--- config.mk ---
export PLATFORM = sky130hd
export DESIGN_NAME = mcfe_lane
export DESIGN_NICKNAME = d
export VERILOG_FILES = /design/src/rtl/mcfe_pkg.sv /design/src/rtl/mcfe_lane.sv
export SDC_FILE = /design/constraint.sdc
export NUM_CORES = 2
export LEC_CHECK = 0
export CAP_MARGIN = 20
export CELL_PAD_IN_SITES_DETAIL_PLACEMENT = 1
export CELL_PAD_IN_SITES_GLOBAL_PLACEMENT = 2
export CORE_MARGIN = 2
export CORE_UTILIZATION = 44
export DETAILED_ROUTE_END_ITERATION = 12
export DONT_BUFFER_PORTS = 1
export PLACE_DENSITY = 0.85
export SYNTH_ARGS = -nofsm -noshare
export SYNTH_HDL_FRONTEND = slang
export SYNTH_SLANG_ARGS = --single-unit
--- constraint.sdc ---
create_clock -name clk -period 7.2 [get_ports clk]
set_input_delay 1.44 -clock clk [delete_from_list [all_inputs] [get_ports clk]]
set_output_delay 1.44 -clock clk [all_outputs]
set_load 0.05 [all_outputs]
--- src/rtl/mcfe_pkg.sv ---
// Shared types, limit tables and helper functions for the motor command frame encoder.
package mcfe_pkg;

  // Default configuration
  localparam int FRAC_BITS_DEF = 16;
  localparam int CODE_MAX_DEF  = 65535;

  // Largest limit in hundredths (kp of the big models), sets the limit width
  localparam int unsigned LIM_HUND_MAX = 500000;
  localparam int unsigned ANGLE_HUND   = 1257;

  // Number of encoding lanes and their order
  localparam int NUM_LANES  = 5;
  localparam int LANE_ANGLE = 0;
  localparam int LANE_SPEED = 1;
  localparam int LANE_TORQ  = 2;
  localparam int LANE_KP    = 3;
  localparam int LANE_KD    = 4;

  localparam int NUM_MODELS = 8;
  localparam logic [4:0] MODE_RESET = 5'd1;

  typedef struct packed {
    logic        [2:0]  motor_model;
    logic        [7:0]  node_id;
    logic signed [31:0] target_angle;
    logic signed [31:0] target_speed;
    logic signed [31:0] target_torque;
    logic signed [31:0] stiffness_gain;
    logic signed [31:0] damping_gain;
  } mcfe_cmd_t;

  typedef struct packed {
    logic [28:0] frame_id;
    logic [63:0] frame_payload;
  } mcfe_frame_t;

  // Upper limit of one lane for one motor model, in hundredths
  function automatic int unsigned lim_hund(input int model, input int lane);
    int unsigned spd;
    int unsigned trq;
    int unsigned kp;
    int unsigned kd;
    unique case (model)
      0:       begin spd = 3300; trq = 1400;  kp = 50000;  kd = 500;   end
      1:       begin spd = 4400; trq = 1700;  kp = 50000;  kd = 500;   end
      2:       begin spd = 4400; trq = 1700;  kp = 50000;  kd = 500;   end
      3:       begin spd = 2000; trq = 6000;  kp = 500000; kd = 10000; end
      4:       begin spd = 1500; trq = 12000; kp = 500000; kd = 10000; end
      5:       begin spd = 5000; trq = 550;   kp = 50000;  kd = 500;   end
      6:       begin spd = 5000; trq = 3600;  kp = 500000; kd = 10000; end
      default: begin spd = 5000; trq = 600;   kp = 50000;  kd = 500;   end
    endcase
    unique case (lane)
      LANE_ANGLE: return ANGLE_HUND;
      LANE_SPEED: return spd;
      LANE_TORQ:  return trq;
      LANE_KP:    return kp;
      default:    return kd;
    endcase
  endfunction

  // Round a limit in hundredths to nearest at frac fractional bits
  function automatic longint unsigned to_fixed(input int unsigned hund, input int frac);
    longint unsigned scaled;
    scaled = longint'(hund) << frac;
    return (scaled + 64'd50) / 64'd100;
  endfunction

  // Pipeline depth of one lane: clamp, offset, multiply, one stage per quotient bit
  function automatic int lane_depth(input int code_max);
    return 3 + $clog2(code_max + 1);
  endfunction

endpackage

--- src/rtl/mcfe_lane.sv ---
// One encoding lane: clamp to the limit, offset, scale by the code range, divide by the span.
module mcfe_lane import mcfe_pkg::*; #(
  parameter int LIM_W    = 29,
  parameter int CODE_MAX = CODE_MAX_DEF,
  parameter bit SYM      = 1'b1
) (
  input  logic                clk,
  input  logic                adv,
  input  logic signed [31:0]  x,
  input  logic [LIM_W-1:0]    lim,
  output logic [15:0]         code
);

  localparam int SPAN_W = LIM_W + 1;
  localparam int XW     = ((LIM_W > 32) ? LIM_W : 32) + 2;
  localparam int CODE_W = $clog2(CODE_MAX + 1);
  localparam int PROD_W = SPAN_W + CODE_W;

  // Stage 0: clamp to [lo, hi]
  logic signed [XW-1:0] x_ext;
  logic signed [XW-1:0] hi;
  logic signed [XW-1:0] lo;
  logic signed [XW-1:0] xc;
  logic [SPAN_W-1:0]    span_in;

  assign x_ext   = {{(XW-32){x[31]}}, x};
  assign hi      = {{(XW-LIM_W){1'b0}}, lim};
  assign lo      = SYM ? -hi : '0;
  assign span_in = SYM ? {lim, 1'b0} : {1'b0, lim};

  always_comb begin
    priority if (x_ext > hi) xc = hi;
    else if (x_ext < lo)     xc = lo;
    else                     xc = x_ext;
  end

  logic signed [XW-1:0] xc_r;
  logic signed [XW-1:0] lo_r;
  logic [SPAN_W-1:0]    span0_r;

  always_ff @(posedge clk) begin
    if (adv) begin
      xc_r    <= xc;
      lo_r    <= lo;
      span0_r <= span_in;
    end
  end

  // Stage 1: offset from the low end, lies in 0..span
  logic [SPAN_W-1:0] off_r;
  logic [SPAN_W-1:0] span1_r;

  always_ff @(posedge clk) begin
    if (adv) begin
      off_r   <= SPAN_W'(xc_r - lo_r);
      span1_r <= span0_r;
    end
  end

  // Stage 2: scale by the code range
  logic [PROD_W-1:0] prod_r;
  logic [SPAN_W-1:0] span2_r;

  always_ff @(posedge clk) begin
    if (adv) begin
      prod_r  <= PROD_W'(off_r) * PROD_W'(CODE_MAX);
      span2_r <= span1_r;
    end
  end

  // Division stages: one quotient bit per stage, restoring
  logic [SPAN_W-1:0] rem_r  [CODE_W-1];
  logic [CODE_W-1:0] low_r  [CODE_W-1];
  logic [SPAN_W-1:0] dspan_r[CODE_W-1];
  logic [CODE_W-1:0] quo_r  [CODE_W];

  genvar j;
  generate
    for (j = 0; j < CODE_W; j++) begin : g_div
      logic [SPAN_W-1:0] rem_i;
      logic [CODE_W-1:0] low_i;
      logic [CODE_W-1:0] quo_i;
      logic [SPAN_W-1:0] span_i;
      logic [SPAN_W:0]   trial;
      logic              ge;

      if (j == 0) begin : g_first
        assign rem_i  = prod_r[PROD_W-1:CODE_W];
        assign low_i  = prod_r[CODE_W-1:0];
        assign quo_i  = '0;
        assign span_i = span2_r;
      end else begin : g_next
        assign rem_i  = rem_r[j-1];
        assign low_i  = low_r[j-1];
        assign quo_i  = quo_r[j-1];
        assign span_i = dspan_r[j-1];
      end

      assign trial = {rem_i, low_i[CODE_W-1]};
      assign ge    = (trial >= {1'b0, span_i});

      always_ff @(posedge clk) begin
        if (adv) begin
          quo_r[j] <= {quo_i[CODE_W-2:0], ge};
        end
      end

      if (j < CODE_W - 1) begin : g_carry
        always_ff @(posedge clk) begin
          if (adv) begin
            rem_r[j]   <= ge ? SPAN_W'(trial - {1'b0, span_i}) : SPAN_W'(trial);
            low_r[j]   <= low_i << 1;
            dspan_r[j] <= span_i;
          end
        end
      end
    end
  endgenerate

  assign code = 16'(quo_r[CODE_W-1]);

endmodule

After elaboration in Yosys (flattened, before gate mapping)
Memory sizes are Yosys's and may differ from the RTL's.
Cells that the tools add are included.
{"block": "word_totals", "ff_bits": 223, "latch_bits": 0, "ramBits": 1381, "mem_bits_ro": 0, "inputBits": 63, "output_inout_bits": 16, "elab_cells": 67, "mem_count": 4}
{"memory": "dspan_r", "depth": 15, "width": 30, "read_ports": 15, "rd_clocked_by_memory_dff": 0, "wr": 15, "line": "mcfe_lane.sv:74", "source": "logic [SPAN_W-1:0] dspan_r[CODE_W-1];"}
{"memory": "rem_r", "depth": 15, "width": 30, "read_ports": 15, "rd_clocked_by_memory_dff": 0, "wr": 15, "line": "mcfe_lane.sv:72", "source": "logic [SPAN_W-1:0] rem_r [CODE_W-1];"}
{"memory": "quo_r", "depth": 16, "width": 16, "read_ports": 16, "rd_clocked_by_memory_dff": 0, "wr": 16, "line": "mcfe_lane.sv:75", "source": "logic [CODE_W-1:0] quo_r [CODE_W];"}
{"memory": "low_r", "depth": 15, "width": 15, "read_ports": 15, "rd_clocked_by_memory_dff": 0, "wr": 15, "line": "mcfe_lane.sv:73", "source": "logic [CODE_W-1:0] low_r [CODE_W-1];"}
{"block": "op_classes", "n_addsub": 17, "multipliers": 1, "n_div": 0, "n_lt_le_gt_ge": 18, "eq_ne": 0, "shifts": 0, "n_mux": 19, "bitwise_logic": 0, "n_reduce_logical": 0}
{"op": "31-bit by 30-bit greater-or-equal comparator with 1-bit output", "count": 16}
{"op": "30-bit 2-to-1 mux", "count": 16}
{"op": "30-bit subtractor", "count": 16}
{"op": "30-bit by 16-bit multiplier with 46-bit output, second input constant", "count": 1}
{"op": "32-bit by 34-bit less-than comparator with 1-bit output", "count": 1}
{"op": "29-bit negator with 34-bit output", "count": 1}
{"op": "32-bit by 30-bit greater-than comparator with 1-bit output", "count": 1}
{"op": "29-bit 2-to-1 mux", "count": 1}
{"op": "1-bit 2-to-1 mux", "count": 2}

Longest topological paths before layout
{"block": "logic_depth", "word_depth": 4, "mapped_depth": 24}

Least setup slack after synthesis
No wires, ideal clock.
{"block": "synth_path", "path_kind": "register to register", "start": "reg off_r[6]", "end": "reg prod_r[45] (data pin)", "arrival_ps": 6172, "required_time_ps": 6940, "path_slack_ps": 768, "path_stages_with_launch": 22, "synth_period_minus_slack_ps": 6432, "cell_sequence": "edfxtp_1 -> inv_1 -> fa_1 -> inv_1 -> fa_1 -> fa_1 -> fa_1 -> fa_1 -> inv_1 -> fa_1 -> inv_1 -> ha_1 -> a21o_1 -> a21o_1 -> a211oi_1 -> nor3_1 -> o31ai_2 -> a21oi_1 -> o21ba_2 -> a311o_1 -> a21o_1 -> xnor2_1"}
{"block": "synth_via", "elab_chain_cells": 1}
{"element": "from (decl)", "line": "mcfe_lane.sv:50", "source": "logic [SPAN_W-1:0] off_r;"}
{"element": "from (signal assigned)", "line": "mcfe_lane.sv:55", "source": "off_r <= SPAN_W'(xc_r - lo_r);"}
{"element": "30-bit by 16-bit multiplier with 46-bit output", "line": "mcfe_lane.sv:66", "source": "prod_r <= PROD_W'(off_r) * PROD_W'(CODE_MAX);"}
{"element": "to (signal assigned)", "line": "mcfe_lane.sv:66"}
{"element": "to (decl)", "line": "mcfe_lane.sv:61", "source": "logic [PROD_W-1:0] prod_r;"}
Every way passes these cells.
A chain may end at the register's enable or synchronous reset.

Worst setup path in the final report
{"block": "layout_path", "start": "reg off_r[12]", "end": "reg prod_r[42] (data pin)"}
Same word-level chain as after synthesis.

==> results.ini <==
[routing]
firstDrtPassIters = 5
vias = 53800
drtAntennaViolNets = 0
avgRoutedWirePerCell_um = 20.9
avgViaCountPerCell = 5.44
drtIter0Drc = 3067
post-route-drc-count = 0
routed_wl_mm = 207

[min_path]
whs_path_depth = 0
hp-class = reg -> reg
hold_start = quo_r[2][0]
holdPathEnd = quo_r[3][1]

[sta]
slew_viol_final = 0
worst_pin_slew_ps = 1490
setup_viol = 0
whs_ps = 384
final-hold-violation-count = 0
fin_crit_sh = 0.956
fin_skew_ps = 52.5
setup_tns_ps = 0
finalCriticalPeriod_ps = 6890
slew_headroom = 0.00858
grt_setup_unrepaired = yes
max_freq_mhz = 145

[synthesis]
seq_area_frac_synth = 0.497
netlist.area_leader.share = 0.497
synthCells = 7182
synth-async-reset-ratio = 0
synth_largest_area_cell = edfxtp_1
avgSynthCellArea_um2 = 11.5
synth_edf_count = 1363
synth_ff_type = edfxtp_1
yosysWarnings = 0
synth_top_cells_by_area = edfxtp_1 (50%), ha_1 (10%), fa_1 (6.4%), inv_1 (4.7%), a21oi_1 (3.0%)
syn_nets = 8173
netlist-cell-type-count = 100
netlist_area_um2 = 82300
synth-seq-cells = 1363

[grt]
gr-usage-met1 = 0.278
top_usage_layer = met2
grt_pass1_vias = 57100
grt.overflow.total = 0
grt_max_degree = 284
antenna_found_initial = 1
use_met2 = 0.387
gr-usage-all-layers = 0.217
use_met3 = 0.0266
grt_pass1_wl_mm = 327

[clock_tree]
insertion_delay_ps = 830
clock_path_buffers = 3
htree_num_levels = 4
numCtsBuffers = 157
cts-root-buf = clkbuf_16
postCtsHoldBufs = 0
clkTransAtPathRegs_ps = 60
cts_tree = done
cts.sinks = 1363

[setup_path]
rr_endpoint = prod_r[42]
critPathLaunch = off_r[12]
worstSetupPathType = reg -> reg
worstSetupEndpointType = flip-flop
timing.reg2reg.setup_slack_ps = 310
reg2reg_from = off_r[12]
cp.required_ps = 7740
worstPathArrival_ps = 7430
rr_worst_depth = 20
startpoint_type = flip-flop
path_max_fanout = 5

[die]
chipHeight_um = 436
rows = 158
initial_utilization = 0.443
die-width_um = 436
dieArea_um2 = 190000
num_io_pins = 79
core_area_um2 = 186000

[final_layout]
syn_to_final_growth_pct = 10.3
mostFrequentLayoutCells = edfxtp_1 (1,363), inv_1 (1,030), ha_1 (667), a21oi_1 (490), nand2_1 (447)
final_common_cell = edfxtp_1
layout-drive-gt1-share = 0.0633
utilization = 0.489
final_nets = 8264

[placed_design]
globalplace.congestion = 0.878
io_buffers = 0
post-dp-hpwl_mm = 159

[run_status]
status = finished, final reports clean

[run]
maxCapViolations = 0

## worst max-delay path by stage
stage | endpoint | slack, ps | cells past startpoint
floorplan | prod_r[45] | 770 | 21
global placement | prod_r[45] | 280 | 23
detailed placement | prod_r[45] | 140 | 23
CTS | prod_r[44] | 100 | 20
global route | prod_r[44] | -50 | 21
finish | prod_r[42] | 310 | 20
## cells in the mapped netlist (9+ instances only)
library cell and count:
a2111oi_0 11, a211o_1 13, a211oi_1 32, a21boi_0 32, a21o_1 292, a21oi_1 492, a311oi_1 11, a31oi_1 44
and2_1 20, and3_1 55, and4_1 24, buf_2 26, clkbuf_1 69, edfxtp_1 1363, fa_1 261, ha_1 667
inv_1 1035, mux2_2 92, mux2i_1 39, nand2_1 447, nand2b_1 77, nand3_1 85, nand3b_1 9, nand4_1 64
nand4b_1 17, nor2_1 353, nor2b_1 81, nor3_1 102, nor3b_1 12, nor4_1 25, o211ai_1 35, o21a_1 62
o21ai_0 418, o21ai_1 17, o21bai_1 56, o22ai_1 17, o311ai_0 11, o31a_1 12, o31ai_1 50, o41ai_1 10
or2_2 23, or3_1 23, xnor2_1 260, xor2_1 188
## layout make-up
| type | instances | area, um^2 |
|---|---|---|
| fillers | 19500 | 94900 |
| flip-flops and latches | 1363 | 40900 |
| multi-input cells | 4676 | 37100 |
| clock buffers | 186 | 4060 |
| inverters | 1035 | 3880 |
| well taps | 2480 | 3100 |
| clock inverters | 104 | 1300 |
| repair buffers | 40 | 433 |
| diodes | 3 | 7.51 |
## through the flow
stage | area, um^2 | instances | setup WS, ps
after detailed placement | 85300 | 9592 | 138
final | 90800 | 9887 | 314
after CTS | 90700 | 9882 | 102
after global routing | 90800 | 9886 | -48.4
after global placement | 85300 | 9592 | 280
after floorplan | 82300 | 7182 | 768
## per-layer routing
layer  up-vias  wire length, um
li1      25900                -
met1     27100            90400
met2       617           106000
met3       264             5520
met4         0             4930
met5         -                0
## sequential cells by signal, indices dropped and copies added (netlist names)
signal and count:
dspan_r 435, off_r 30, rem_r 450, quo_r 136
prod_r 46, xc_r 30, span1_r 29, g_div.span_i 29
span0_r 28, lo_r 30, low_r 120
## repair_timing
action,in CTS,in global routing
buffers inserted,0,1
setup endpoints to repair,0,7
resized for setup,0,20
## worst max-delay path, cell delays in order (launching register included)
cell and delay, ps:
edfxtp_1 530, fa_1 740, inv_1 100, fa_1 630, inv_1 80, fa_1 570
fa_1 540, fa_1 540, inv_1 50, fa_1 520, inv_1 40, ha_1 350
nand3_1 140, nor3_2 280, and4_1 290, a211oi_4 80, o21ai_2 290, o31a_1 250
nand3_1 150, a311o_1 320, xnor2_1 130
## logic make-up (layout without fill, tap and decap cells)
logic type,after synthesis,after routing,synth area share
xor gates and xnor gates,448,448,0.0477
buffers and inverters,1143,1365,0.0534
AOI/OAI and AO/OA,1727,1727,0.134
adders and majority gates,928,928,0.165
other,0,3,0
and+or+nand+nor,1435,1435,0.0843
muxes,138,138,0.0186
DFF,1363,1363,0.497
Power is left out: the tool's default activity adds up to more than one toggle a clock period on the data nets, which glitch-free logic cannot reach.
